`src/rtl/jbb_pkg.sv`:
```
// ----------------------------------------------------------------------------
// JSON bracket balance checker package
// Character codes, verdict codes and shared types of the checker.
// ----------------------------------------------------------------------------
package jbb_pkg;

	localparam int DepthBitsDefault = 16;

	localparam logic [15:0] MaxSizeReset = 16'hFFFF;
	localparam logic [16:0] TotalMax     = 17'd65536;
	localparam logic [16:0] MinLength    = 17'd2;

	localparam logic [7:0] CharLbrace = 8'h7B;
	localparam logic [7:0] CharRbrace = 8'h7D;
	localparam logic [7:0] CharLbrack = 8'h5B;
	localparam logic [7:0] CharRbrack = 8'h5D;
	localparam logic [7:0] CharBslash = 8'h5C;
	localparam logic [7:0] CharQuote  = 8'h22;

	typedef enum logic [2:0] {
		REASON_OK         = 3'd0,
		REASON_OPENER     = 3'd1,
		REASON_CLOSER     = 3'd2,
		REASON_UNDERFLOW  = 3'd3,
		REASON_UNBALANCED = 3'd4,
		REASON_LENGTH     = 3'd5
	} reason_t;

	// One byte handed from the input register to the scanner.
	typedef struct packed {
		logic       fire;
		logic [7:0] data;
		logic       last;
	} step_t;

	// Verdict for one message.
	typedef struct packed {
		logic        pass;
		reason_t     reason;
		logic [16:0] length;
	} verdict_t;

endpackage

```
`src/rtl/json_bracket_balance_checker_top.sv`:
```
// ----------------------------------------------------------------------------
// JSON bracket balance checker
// Byte-serial bracket, brace and string balance check of JSON-like messages.
// ----------------------------------------------------------------------------
// Takes one message byte per clock cycle, sustained, for as long as results
// are taken. A byte goes into an input register, is scanned against the
// message state in the next cycle, and on the byte marked last the verdict
// lands in the result register. Only a last byte that meets a full, stalled
// result register holds the input side; all other bytes flow through
// regardless. max_message_size is written through cfg_we and cfg_wdata; the
// user must do so only while idle, as the block does not enforce it.
module json_bracket_balance_checker_top #(
	parameter int DEPTH_BITS = jbb_pkg::DepthBitsDefault
) (
	input  logic        clk,
	input  logic        arst_n,
	input  logic        cfg_we,
	input  logic [15:0] cfg_wdata,
	input  logic        in_valid,
	output logic        in_stall,
	input  logic [7:0]  in_byte,
	input  logic        last_byte,
	output logic        out_valid,
	input  logic        out_stall,
	output logic        valid_res,
	output logic [2:0]  reason,
	output logic [16:0] message_length
);

	logic              valid_s1;
	logic [7:0]        byte_s1;
	logic              last_s1;
	logic [15:0]       max_size_q;
	logic              res_valid_q;
	jbb_pkg::verdict_t res_q;
	jbb_pkg::verdict_t verdict;
	jbb_pkg::step_t    step;
	logic              advance;

	// A last byte needs room in the result register; other bytes never wait.
	assign advance  = valid_s1 && (!last_s1 || !res_valid_q || !out_stall);
	assign in_stall = valid_s1 && !advance;

	assign step.fire = advance;
	assign step.data = byte_s1;
	assign step.last = last_s1;

	always_ff @(posedge clk or negedge arst_n) begin
		if (!arst_n) begin
			max_size_q <= jbb_pkg::MaxSizeReset;
		end else if (cfg_we) begin
			max_size_q <= cfg_wdata;
		end
	end

	always_ff @(posedge clk or negedge arst_n) begin
		if (!arst_n) begin
			valid_s1 <= 1'b0;
		end else if (!in_stall) begin
			valid_s1 <= in_valid;
		end
	end

	always_ff @(posedge clk) begin
		if (!in_stall && in_valid) begin
			byte_s1 <= in_byte;
			last_s1 <= last_byte;
		end
	end

	jbb_scan #(
		.DEPTH_BITS(DEPTH_BITS)
	) u_scan (
		.clk     (clk),
		.arst_n  (arst_n),
		.step    (step),
		.max_size(max_size_q),
		.verdict (verdict)
	);

	always_ff @(posedge clk or negedge arst_n) begin
		if (!arst_n) begin
			res_valid_q <= 1'b0;
		end else if (advance && last_s1) begin
			res_valid_q <= 1'b1;
		end else if (!out_stall) begin
			res_valid_q <= 1'b0;
		end
	end

	always_ff @(posedge clk) begin
		if (advance && last_s1) begin
			res_q <= verdict;
		end
	end

	assign out_valid      = res_valid_q;
	assign valid_res      = res_q.pass;
	assign reason         = res_q.reason;
	assign message_length = res_q.length;

endmodule

```
`src/rtl/jbb_scan.sv`:
```
// ----------------------------------------------------------------------------
// JSON bracket balance scanner
// Holds the per-message state and forms the verdict on the last byte.
// ----------------------------------------------------------------------------
module jbb_scan #(
	parameter int DEPTH_BITS = jbb_pkg::DepthBitsDefault
) (
	input  logic             clk,
	input  logic             arst_n,
	input  jbb_pkg::step_t   step,
	input  logic [15:0]      max_size,
	output jbb_pkg::verdict_t verdict
);

	localparam logic [32:0] DepthMax = 33'((64'd1 << DEPTH_BITS) - 64'd1);
	localparam logic [DEPTH_BITS-1:0] DepthOne = {{(DEPTH_BITS-1){1'b0}}, 1'b1};
	localparam logic [DEPTH_BITS-1:0] DepthSat = {DEPTH_BITS{1'b1}};

	logic [DEPTH_BITS-1:0] brace_q, brace_n;
	logic [DEPTH_BITS-1:0] brack_q, brack_n;
	logic                  str_q, str_n;
	logic                  esc_q, esc_n;
	logic [16:0]           total_q, total_n;
	logic                  opener_q, opener_n;
	logic                  under_q, under_n;
	logic                  closer_ok;
	jbb_pkg::reason_t      reason_n;

	always_comb begin
		brace_n  = brace_q;
		brack_n  = brack_q;
		str_n    = str_q;
		esc_n    = esc_q;
		total_n  = total_q;
		opener_n = opener_q;
		under_n  = under_q;

		if (total_q == 17'd0) begin
			opener_n = (step.data == jbb_pkg::CharLbrace) ||
				(step.data == jbb_pkg::CharLbrack);
		end
		if (total_q != jbb_pkg::TotalMax) begin
			total_n = total_q + 17'd1;
		end

		if (esc_q) begin
			esc_n = 1'b0;
		end else if (step.data == jbb_pkg::CharBslash) begin
			esc_n = 1'b1;
		end else if (step.data == jbb_pkg::CharQuote) begin
			str_n = !str_q;
		end else if (!str_q) begin
			case (step.data)
				jbb_pkg::CharLbrace: begin
					if (brace_q != DepthSat) brace_n = brace_q + DepthOne;
				end
				jbb_pkg::CharRbrace: begin
					if (brace_q == '0) under_n = 1'b1;
					else brace_n = brace_q - DepthOne;
				end
				jbb_pkg::CharLbrack: begin
					if (brack_q != DepthSat) brack_n = brack_q + DepthOne;
				end
				jbb_pkg::CharRbrack: begin
					if (brack_q == '0) under_n = 1'b1;
					else brack_n = brack_q - DepthOne;
				end
				default: begin
				end
			endcase
		end
	end

	// The closer check looks at the raw byte, even when it is escaped.
	assign closer_ok = (step.data == jbb_pkg::CharRbrace) ||
		(step.data == jbb_pkg::CharRbrack);

	always_comb begin
		if (!opener_n) begin
			reason_n = jbb_pkg::REASON_OPENER;
		end else if (!closer_ok) begin
			reason_n = jbb_pkg::REASON_CLOSER;
		end else if ({16'd0, total_n} > DepthMax) begin
			reason_n = jbb_pkg::REASON_LENGTH;
		end else if (under_n) begin
			reason_n = jbb_pkg::REASON_UNDERFLOW;
		end else if ((brace_n != '0) || (brack_n != '0) || str_n) begin
			reason_n = jbb_pkg::REASON_UNBALANCED;
		end else if ((total_n < jbb_pkg::MinLength) || (total_n > {1'b0, max_size})) begin
			reason_n = jbb_pkg::REASON_LENGTH;
		end else begin
			reason_n = jbb_pkg::REASON_OK;
		end
	end

	assign verdict.pass   = (reason_n == jbb_pkg::REASON_OK);
	assign verdict.reason = reason_n;
	assign verdict.length = total_n;

	// All message state clears once the last byte has been scanned.
	always_ff @(posedge clk or negedge arst_n) begin
		if (!arst_n) begin
			brace_q  <= '0;
			brack_q  <= '0;
			str_q    <= 1'b0;
			esc_q    <= 1'b0;
			total_q  <= '0;
			opener_q <= 1'b0;
			under_q  <= 1'b0;
		end else if (step.fire) begin
			if (step.last) begin
				brace_q  <= '0;
				brack_q  <= '0;
				str_q    <= 1'b0;
				esc_q    <= 1'b0;
				total_q  <= '0;
				opener_q <= 1'b0;
				under_q  <= 1'b0;
			end else begin
				brace_q  <= brace_n;
				brack_q  <= brack_n;
				str_q    <= str_n;
				esc_q    <= esc_n;
				total_q  <= total_n;
				opener_q <= opener_n;
				under_q  <= under_n;
			end
		end
	end

endmodule

```
`config.mk`:
```
export PLATFORM = sky130hd
export DESIGN_NAME = json_bracket_balance_checker_top
export DESIGN_NICKNAME = d
export VERILOG_FILES = /design/src/rtl/jbb_pkg.sv /design/src/rtl/json_bracket_balance_checker_top.sv /design/src/rtl/jbb_scan.sv
export SDC_FILE = /design/constraint.sdc
export NUM_CORES = 1
export LEC_CHECK = 0
export BUFFER_PORTS_ARGS = -buffer_cell sky130_fd_sc_hd__buf_4
export CORE_ASPECT_RATIO = 1.25
export CORE_MARGIN = 4
export CORE_UTILIZATION = 60
export CTS_BUF_LIST = sky130_fd_sc_hd__clkbuf_8 sky130_fd_sc_hd__clkbuf_16
export CTS_CLUSTER_DIAMETER = 40
export DETAILED_ROUTE_END_ITERATION = 10
export PLACE_DENSITY = 0.82
export RECOVER_POWER = 100
export SETUP_SLACK_MARGIN = 0.4
export SYNTH_ARGS = -nofsm -noshare
export SYNTH_HDL_FRONTEND = slang
export SYNTH_SLANG_ARGS = --single-unit
```
`constraint.sdc`:
```
create_clock -name clk -period 5.6 [get_ports clk]
set_input_delay 1.12 -clock clk [delete_from_list [all_inputs] [get_ports clk]]
set_output_delay 1.12 -clock clk [all_outputs]
set_load 0.01 [all_outputs]
```
==> flow_summary_export.csv, run 1 <==
group,metric,value,unit
worst_setup_path,start_kind,"flop",
detailed_routing,detail_route.wl_per_cell,21.8,µm
sta,fin_tns_setup,0,ns
detailed_routing,drtIter0Drc,966,
worst_hold_path,min_from,"max_size_q[12]",
power,ir_drop,0.136,mV
worst_setup_path,ff2ff_path_depth,11,
finish,drive_above_1_share,8.96,%
power,p_total,1.80,mW
global_route,grt_overflow,0,
finish,final_cells,1009,
place,place_congestion,1.05,
cts,cts.sinks,101,
outcome,status,"finished with violations",
global_route,grtUsageTotal,32.7,%
synth,ys_seq_elements,101,
sta,hold_violations,0,
die,coreArea,0.0116,mm²
worst_setup_path,crit_chain,"inv_1 -> ha_1 -> nor3b_1 -> nand4_1 -> o32ai_1 -> or3_1 -> nand4_1 -> nor4_1 -> nand4_1 -> or4_4 -> o31ai_1",
sta,fin_crit_sh,77.2,%
synth,post_synth_num_cell_types,80,
die,die_width,106,µm
worst_setup_path,r2r_setup_slack,1.28,ns
worst_setup_path,required,5.75,ns
power,power_per_cell_area,233,mW/mm²
cts,ctsHoldBuffers,0,
global_route,grt_max_degree,72,
sta,fin_worst_skew,0.00553,ns
place,placed_cells,993,
synth,synth-seq-area-share,37.8,%
worst_setup_path,crit_type,"flop to flop",
outcome,violations,"max-capacitance violations, max-slew violations",
sta,post-route-min-period,4.32,ns
synth,ys.flop_type,"dfrtp_1",
die,dieArea,0.0137,mm²
worst_setup_path,cp_slowest_cell,"or4_4",
detailed_routing,ant_nets,0,
worst_setup_path,worstReg2RegStart,"u_scan.brace_q[0]",
detailed_routing,drcViolationCount,0,
global_route,antenna_found_initial,0,
sta,slew_viol_final,91,
detailed_routing,first_pass_iters,6,
synth,synth_cells,840,
finish,area_growth,8.27,%
synth,syn-num-nets,892,
worst_hold_path,hold_class,"flop to flop",
worst_setup_path,r2r_end,"reason[0]",
worst_setup_path,critPathMaxStageDelay,0.60,ns
worst_setup_path,cp-end-kind,"flop",
cts,cts_tree,"done",
sta,relSlewSlack,-158,%
sta,tightest_slew,3.87,ns
synth,syn_area_per_cell,8.50,µm²
finish,n_antenna_cell,0,
worst_setup_path,cpMostUsedCell,"nand4_1",
die,start_util,61.4,%
synth,yosys_warnings,0,
finish,fillerInstances,963,
global_route,grt_pass1_wl,35.8,mm
cts,insertion_delay,0.35,ns
cts,post_cts_buffers,0,
place,port_buffers,52,
worst_hold_path,hold_depth,2,
die,die-height,130,µm
cts,htreeDepth,3,
cts,clockRootBuffer,"clkbuf_16",
synth,synth-edff-count,30,
finish,layout.nets,895,
detailed_routing,drt-vias-per-instance,7.15,
sta,rsz0062_at_grt,"false",
cts,clk_path_buf_depth,2,
detailed_routing,wl,22.0,mm
sta,setup_viol,0,
worst_hold_path,holdPathEnd,"max_size_q[12]",
place,detailed_place_hpwl,15.7,mm
die,row_count,44,
cts,postCtsResizedCells,0,
job,maxCapViolations,2,
global_route,grt_pass1_vias,6975,
synth,syn_area,0.00714,mm²
cts,cts.clk_slew.worst_paths,0.08,ns
die,boundaryPins,53,
cts,cts-buffers-inserted,9,
worst_setup_path,worstPathMaxFanout,13,
sta,clock.fmax,231,MHz
detailed_routing,num_vias,7214,
power,power_leakage,3.12,nW
worst_setup_path,cp.arrival,4.47,ns
synth,synth_async_sr_flop_share,70.3,%
## metal layers
layer | share of wire (%) | track usage, % | wire (µm)
met1 | 38 | 41.5 | 8400
met2 | 47 | 53.6 | 10300
met3 | 9.6 | 5.15 | 2110
met4 | 5.4 | 18.8 | 1190
met5 | 0 | 0 | 0
## logic make-up after synthesis
group | count (synthesis) | share of synthesized area, %
adders and majority gates | 22 | 3.86
xor gates and xnor gates | 28 | 3.44
buffers and inverters | 103 | 5.72
and+or+nand+nor | 353 | 26.9
DFF | 101 | 37.8
AOI/OAI and AO/OA | 228 | 21.6
muxes | 5 | 0.719
## sequential cells by signal, summed over array words and instances (netlist names)
signal           cells
u_scan.brace_q      16
u_scan.under_q       1
u_scan.brack_q      16
message_length      17
out_valid            1
u_scan.str_q         1
u_scan.total_q      17
byte_s1              8
u_scan.opener_q      1
u_scan.esc_q         1
valid_res            1
reason               3
valid_s1             1
last_s1              1
max_size_q          16
## stage by stage
stage          hold WS (ns)  utilization [%]  setup WS, ns  cell area (µm²)
2_1_floorplan         0.444                -          2.09             7140
3_3_place_gp          0.457             64.6          1.69             7510
3_5_place_dp          0.471             64.6          1.52             7510
4_1_cts               0.528             67.6          1.51             7850
5_1_grt               0.554             66.5         0.580             7730
6_report              0.522             66.5          1.28             7730
## power by group
part | switching, mW | internal, mW
clock network | 0.308 | 0.413
logic | 0.159 | 0.0940
registers | 0.0281 | 0.799
total | 0.495 | 1.31
## cells in the mapped netlist (all sizes together) (6+ instances only)
| master | count | area (µm²) |
|---|---|---|
| xor2 | 10 | 87.6 |
| inv | 37 | 139 |
| edfxtp | 30 | 901 |
| or4 | 14 | 116 |
| nand3 | 44 | 220 |
| dfrtp | 55 | 1380 |
| nor4 | 30 | 213 |
| nor2b | 10 | 62.6 |
| clkbuf | 57 | 215 |
| buf | 9 | 53.8 |
| ha | 22 | 275 |
| and2 | 8 | 50.1 |
| nor3 | 23 | 115 |
| a211oi | 6 | 45.0 |
| o31ai | 20 | 169 |
| nand2b | 8 | 50.1 |
| o21ai | 73 | 365 |
| xnor2 | 18 | 158 |
| a21o | 7 | 52.6 |
| and3 | 16 | 100 |
| nor4b | 7 | 73.8 |
| nand2 | 93 | 352 |
| nand4 | 28 | 175 |
| a21oi | 28 | 140 |
| a31oi | 20 | 125 |
| a22o | 17 | 149 |
| or3 | 12 | 75.1 |
| dfstp | 16 | 420 |
| nor2 | 42 | 158 |
| o22ai | 7 | 43.8 |
## worst max-delay path by stage
stage / from / endpoint / cells after the start
after floorplan: u_scan.brace_q[0] / reason[0] / 12
after global placement: u_scan.total_q[0] / valid_res / 16
after detailed placement: u_scan.total_q[0] / valid_res / 16
after CTS: u_scan.brace_q[0] / reason[0] / 11
after global routing: arst_n / u_scan.brace_q[13] / 1
final: u_scan.brace_q[0] / reason[0] / 11
## final cells by class
cell class | count | area [µm²] | area share [%]
inverter | 37 | 139 | 1.80
clock inverter | 6 | 104 | 1.34
tap | 161 | 201 | 2.61
multi-input combinational | 636 | 4020 | 52.0
timing repair buffer | 58 | 330 | 4.27
clock buffer | 10 | 239 | 3.09
sequential | 101 | 2700 | 34.9
## layout by cell type, fill, tap and decap left out, types with 6 or more instances in the layout
master,netlist,final
o31ai_1,18,19
edfxtp_1,30,30
a22o_1,17,17
a211oi_1,6,6
nor4b_1,5,6
dfstp_2,16,16
ha_1,22,22
o21ai_0,71,71
nand4_1,28,28
or4_1,11,12
xor2_1,10,10
buf_4,0,21
nor2_1,42,42
o22ai_1,7,7
clkbuf_4,0,9
nand2b_1,8,8
clkbuf_1,56,28
or3_1,12,12
dfrtp_1,55,55
xnor2_1,18,18
nor2b_1,10,10
a31oi_1,20,20
and3_1,16,16
nand2_1,92,92
inv_1,37,37
nand3_1,44,44
nor3_1,23,23
a21oi_1,28,28
a21o_1,7,7
clkbuf_16,0,9
nor4_1,26,26
## worst max-delay path, delay by kind of cell (launching register included)
kind	cells	cell delay, ns
buffers and inverters	1	0.11
flip-flops	1	0.52
AO/OA/AOI/OAI	2	0.82
adder cells (fa/ha/maj)	1	0.17
AND/OR/NAND/NOR	7	2.50
No activity file was read; power rests on OpenSTA's default activity.
==> inputs of run 2 (changes only) <==
Settings changed: ABC_AREA set to 1, CORE_UTILIZATION 60 to 56, PLACE_DENSITY 0.82 to 0.8.
Clock period 5.6 ns to 3.8 ns, I/O delays scaled along.
==> flow_summary_export.csv, run 2 <==
group,metric,value,unit
sta,post-route-min-period,3.22,ns
place,detailed_place_hpwl,15.6,mm
worst_hold_path,hold_class,"flop to flop",
job,maxCapViolations,2,
die,boundaryPins,53,
worst_setup_path,crit_type,"flop to flop",
power,netSwitchingPower,0.720,mW
power,combPwrFrac,12.1,%
global_route,grt_pass1_wl,35.4,mm
detailed_routing,detail_route.wl_per_cell,15.6,µm
cts,cts.clk_slew.worst_paths,0.08,ns
global_route,grt_overflow,0,
worst_setup_path,cp-end-kind,"flop",
finish,area_growth,6.85,%
power,switching_share,29.2,%
detailed_routing,drt-vias-per-instance,5.58,
detailed_routing,wl,21.4,mm
worst_setup_path,r2r_setup_slack,0.58,ns
finish,seqCellArea,0.00270,mm²
sta,setup_viol,0,
synth,yosys_warnings,0,
synth,synth_most_common_cell,"nand2_1",
sta,relSlewSlack,-61.8,%
synth,syn_area_per_cell,6.70,µm²
worst_setup_path,crit_buf_inv,1,
synth,synth-edff-count,30,
outcome,status,"finished with violations",
synth,synthTopCellsByArea,"nand2_1 (20%), dfrtp_1 (17%), edfxtp_1 (11%), inv_1 (6.2%), nor2_1 (5.8%)",
finish,drive_above_1_share,11.5,%
power,ir_drop,0.251,mV
synth,syn_area,0.00787,mm²
sta,tightest_slew,2.43,ns
cts,cts.sinks,101,
cts,insertion_delay,0.36,ns
synth,ys.flop_type,"dfrtp_1",
power,clkPwrFrac,39.3,%
finish,final_cells,1375,
worst_setup_path,cpMostUsedCell,"nand2_1",
synth,synth_async_sr_flop_share,70.3,%
die,die-height,141,µm
die,start_util,57.0,%
finish,layout_commonest_cell,"nand2_1",
sta,clock.fmax,311,MHz
synth,syn-num-nets,1226,
synth,synth_cells,1174,
power,power_per_cell_area,293,mW/mm²
worst_setup_path,worstPathMaxFanout,7,
sta,fin_tns_setup,0,ns
outcome,violations,"max-capacitance violations, max-slew violations",
power,p_int,1.75,mW
die,row_count,48,
detailed_routing,ant_nets,0,
power,p_seq_share,48.6,%
synth,netlist_top_cells_count,"nand2_1 (409), inv_1 (130), nor2_1 (121)",
worst_hold_path,holdPathEnd,"max_size_q[8]",
global_route,grt_pass1_vias,7450,
cts,clockRootBuffer,"clkbuf_16",
sta,hold_violations,0,
die,dieArea,0.0160,mm²
worst_setup_path,critPathMaxStageDelay,0.46,ns
worst_setup_path,cp_slowest_cell,"dfrtp_1",
finish,multi_input_area,0.00431,mm²
place,place_congestion,0.971,
sta,fin_crit_sh,84.7,%
sta,slew_viol_final,124,
sta,rsz0062_at_grt,"false",
die,coreArea,0.0138,mm²
worst_hold_path,hold_depth,2,
detailed_routing,first_pass_iters,5,
worst_setup_path,ff2ff_path_depth,17,
finish,n_antenna_cell,0,
finish,final_cell_mix,"nand2_1 (411), inv_1 (130), nor2_1 (123), nand3_1 (73), o21ai_0 (66)",
worst_setup_path,start_kind,"flop",
place,placedInstanceArea,0.00820,mm²
worst_setup_path,r2r_end,"reason[0]",
synth,synth_top_area_share,19.5,%
detailed_routing,drcViolationCount,0,
cts,clk_path_buf_depth,2,
synth,ys_seq_elements,101,
worst_setup_path,cp.arrival,3.35,ns
synth,synth-seq-area-share,34.3,%
worst_setup_path,crit_chain,"nand3_1 -> nor3_4 -> nand3_1 -> nor2_1 -> nand2_1 -> xor2_1 -> inv_1 -> ha_1 -> nand4_1 -> nor4_1 -> nand2_1 -> nand2_1 -> nand2_1 -> nand3_1 -> nand2_1 -> nand2_1 -> nand2_1",
finish,layout.nets,1247,
finish,final_area,0.00841,mm²
power,p_total,2.47,mW
sta,fin_worst_skew,0.0104,ns
power,power_leakage,4.22,nW
cts,htreeDepth,3,
detailed_routing,num_vias,7676,
synth,synth_top_area_cell,"nand2_1",
place,placed_cells,1359,
detailed_routing,drtIter0Drc,559,
global_route,grt_max_degree,72,
cts,cts-buffers-inserted,9,
cts,cts_tree,"done",
worst_setup_path,critPathTopFamily,"simple AND/OR/NAND/NOR gates",
die,die_width,114,µm
place,port_buffers,52,
worst_setup_path,worstReg2RegStart,"u_scan.total_q[2]",
global_route,grtUsageTotal,27.5,%
finish,fillerInstances,1368,
synth,post_synth_num_cell_types,43,
worst_setup_path,required,3.93,ns
global_route,antenna_found_initial,0,
worst_hold_path,min_from,"max_size_q[8]",
-- run 2: cell count changes after synthesis, sizes merged, moves of 19 or more --
cell	change
a31oi	-19
buf	+28
clkbuf	-47
inv	+104
nand2	+334
nand3	+33
nand4	+21
nor2	+115
nor4	-25
o31ai	-20
-- run 2: power groups by stage --
stage	clock network, mW	logic [mW]	registers, mW
6_report	0.971	0.298	1.20
5_1_grt	1.03	0.336	1.20
4_1_cts	0.988	0.311	1.20
3_5_place_dp	0	0.310	1.22
3_3_place_gp	0	0.301	1.22
2_1_floorplan	0	0.180	1.22
-- run 2: worst register-to-register path: stages (launching register included) --
cell	delay [ns]
dfrtp_1	0.46
nand3_1	0.21
nor3_4	0.24
nand3_1	0.17
nor2_1	0.23
nand2_1	0.11
xor2_1	0.31
inv_1	0.13
ha_1	0.33
nand4_1	0.10
nor4_1	0.27
nand2_1	0.08
nand2_1	0.09
nand2_1	0.05
nand3_1	0.07
nand2_1	0.05
nand2_1	0.05
nand2_1	0.05
-- run 2: layout make-up --
type                       count  share of cell area (%)
sequential                   101                    32.1
inverter                     143                    6.38
timing repair buffer          57                    3.94
clock inverter                 7                    1.06
clock buffer                   9                    2.68
multi-input combinational    883                    51.3
tap                          175                    2.60
-- run 2: layer usage --
metal / track usage [%] / wire (µm)
met5: 0 / 0
met4: 14.3 / 883
met1: 32.5 / 8340
met2: 47.8 / 10900
met3: 3.98 / 1260
-- run 2: cells by family after synthesis --
kind of cell,after synthesis,synth area share (%)
AOI/OAI and AO/OA,115,8.09
xor gates and xnor gates,17,1.89
adders and majority gates,22,3.50
buffers and inverters,190,10.9
DFF,101,34.3
muxes,1,0.143
and+or+nand+nor,728,41.2
-- run 2: what timing repair did --
item                                    in CTS  in global routing
gates resized for setup                      0                  6
hold buffers                                 0                  0
endpoints found under the setup margin       0                  1
setup buffers                                0                  0
-- run 2: metrics by stage --
stage          utilization (%)  hold WS, ns  setup WS (ns)
3_5_place_dp              59.3        0.485          0.723
5_1_grt                   60.9        0.511          0.284
4_1_cts                   61.6        0.499          0.642
3_3_place_gp              59.3        0.480          0.743
2_1_floorplan                -        0.464           1.14
6_report                  60.9        0.496          0.581
-- run 2: worst max-delay path by stage --
stage / start / endpoint / slack (ns) / cells past startpoint
after CTS: u_scan.total_q[2] / reason[0] / 0.64 / 17
final: u_scan.total_q[2] / reason[0] / 0.58 / 17
after global placement: u_scan.total_q[2] / reason[0] / 0.74 / 17
after floorplan: u_scan.total_q[0] / reason[0] / 1.14 / 21
after global routing: out_stall / u_scan.brack_q[3] / 0.28 / 6
after detailed placement: u_scan.total_q[2] / reason[0] / 0.72 / 17
==> inputs of run 3 (changes only) <==
Clock period 3.8 ns to 2.8 ns, I/O delays scaled along.
==> flow_summary_export.csv, run 3 (same netlist as run 2, synthesis figures left out) <==
group,metric,value,unit
sta,fin_crit_sh,108,%
die,row_count,48,
global_route,antenna_found_initial,0,
worst_setup_path,start_kind,"flop",
worst_hold_path,hold_class,"input pin to flop",
finish,final_cell_mix,"nand2_1 (397), inv_1 (117), nor2_1 (115), buf_4 (113), nand3_1 (70)",
power,ir_drop,0.447,mV
power,p_total,3.70,mW
cts,htreeDepth,3,
sta,fin_worst_skew,0.00955,ns
sta,relSlewSlack,-27.9,%
worst_setup_path,r2r_end,"reason[2]",
finish,drive_above_1_share,23.2,%
finish,n_antenna_cell,0,
finish,layout.nets,1342,
worst_setup_path,r2r_setup_slack,-0.22,ns
power,power_per_cell_area,389,mW/mm²
sta,post-route-min-period,3.02,ns
worst_setup_path,ff2ff_path_depth,18,
finish,layout_commonest_cell,"nand2_1",
detailed_routing,num_vias,8313,
sta,rsz0062_at_grt,"true",
die,dieArea,0.0160,mm²
place,place_congestion,0.995,
cts,insertion_delay,0.38,ns
cts,cts.clk_slew.worst_paths,0.08,ns
detailed_routing,drt-vias-per-instance,5.66,
detailed_routing,first_pass_iters,7,
place,port_buffers,52,
finish,post-route-util,68.9,%
sta,fin_tns_setup,-0.569,ns
cts,cts-buffers-inserted,9,
finish,area_growth,20.9,%
sta,worst_slack,-0.223,ns
cts,cts.sinks,101,
global_route,grt_overflow,0,
global_route,grt_max_degree,72,
die,boundaryPins,53,
detailed_routing,ant_nets,0,
worst_hold_path,min_from,"last_byte",
worst_setup_path,required,2.94,ns
place,detailed_place_hpwl,16.4,mm
worst_setup_path,worstReg2RegStart,"u_scan.total_q[1]",
worst_setup_path,worstPathMaxFanout,3,
job,maxCapViolations,1,
worst_setup_path,crit_type,"flop to flop",
finish,fillerInstances,1140,
die,die_width,114,µm
cts,clk_path_buf_depth,2,
cts,cts_tree,"done",
die,coreArea,0.0138,mm²
die,die-height,141,µm
worst_setup_path,cp-end-kind,"flop",
worst_hold_path,hold_depth,1,
detailed_routing,detail_route.wl_per_cell,16.9,µm
global_route,grt_pass1_wl,38.6,mm
worst_hold_path,holdPathEnd,"last_s1",
sta,slew_viol_final,72,
sta,hold_violations,0,
detailed_routing,drcViolationCount,0,
sta,tightest_slew,1.92,ns
worst_setup_path,cp.arrival,3.16,ns
power,power_leakage,4.75,nW
sta,setup_viol,3,
global_route,grt_pass1_vias,8051,
detailed_routing,drtIter0Drc,660,
cts,clockRootBuffer,"clkbuf_16",
outcome,status,"finished with violations",
die,start_util,57.0,%
sta,clock.fmax,331,MHz
global_route,grtUsageTotal,30.2,%
outcome,violations,"max-capacitance violations, max-slew violations, negative setup slack",
detailed_routing,wl,24.8,mm
## run 3: cell types whose count changed in the layout (fill, tap and decap cells not counted), sizes merged
| cell | delta |
|---|---|
| bufinv | +1 |
| buf | +95 |
| clkinv | -1 |
## run 3: cell type report
class                      instances  area, µm²  area share [%]
tap                              175        219            2.30
timing repair buffer             152       1060            11.1
multi-input combinational        883       4660            49.0
clock inverter                     7        103            1.08
clock buffer                       9        225            2.37
sequential                       101       2700            28.4
inverter                         143        544            5.72
## run 3: how the worst max path moves through the flow
stage / slack (ns) / from / cells past startpoint / to
floorplan: 0.23 / u_scan.total_q[0] / 21 / reason[0]
global placement: -0.01 / u_scan.total_q[0] / 21 / reason[0]
detailed placement: -0.07 / u_scan.total_q[0] / 21 / reason[0]
CTS: 0.06 / u_scan.total_q[0] / 18 / reason[0]
global route: -0.29 / u_scan.total_q[1] / 20 / reason[0]
finish: -0.22 / u_scan.total_q[1] / 18 / reason[2]
## run 3: report_power, final
group          switching [mW]  internal (mW)
Clock                   0.688          0.728
Combinational           0.382          0.274
Sequential             0.0378           1.60
Total                    1.11           2.60
## run 3: per-stage QoR
stage	setup slack [ns]	hold WS, ns	cells	instance area [µm²]
3_5_place_dp	-0.0695	0.487	1430	8790
5_1_grt	-0.291	0.391	1470	9520
6_report	-0.223	0.383	1470	9520
4_1_cts	0.0644	0.215	1463	9440
2_1_floorplan	0.233	0.264	1174	7920
3_3_place_gp	-0.0109	0.481	1430	8790
## run 3: repair_timing
action,4_1_cts,5_1_grt
gates resized for setup,40,33
pin swaps,20,21
setup buffers,17,7
setup endpoints to repair,4,5
hold buffers,0,0
## run 3: critical path, cell delays in order (launching register included)
cell and delay, ns:
dfrtp_1 0.43, buf_4 0.17, inv_4 0.07, ha_4 0.15, inv_4 0.05, nor4_4 0.18, nand3_2 0.15, inv_2 0.10
nand2_2 0.05, nand2_2 0.08, inv_2 0.07, ha_4 0.27, nand4_1 0.19, nor4_2 0.34, nand2_1 0.10, nand2_2 0.09
nand4_1 0.13, nand2_1 0.12, inv_1 0.04
## run 3: per-layer routing
metal | global-route usage [%] | routed length, µm | up-vias | part of all wire (%)
li1 | - | - | 3990 | -
met1 | 34.9 | 9020 | 3796 | 36
met2 | 53.7 | 12900 | 399 | 52
met3 | 2.81 | 1560 | 128 | 6.3
met4 | 17.2 | 1350 | 0 | 5.4
met5 | 0 | 0 | - | 0
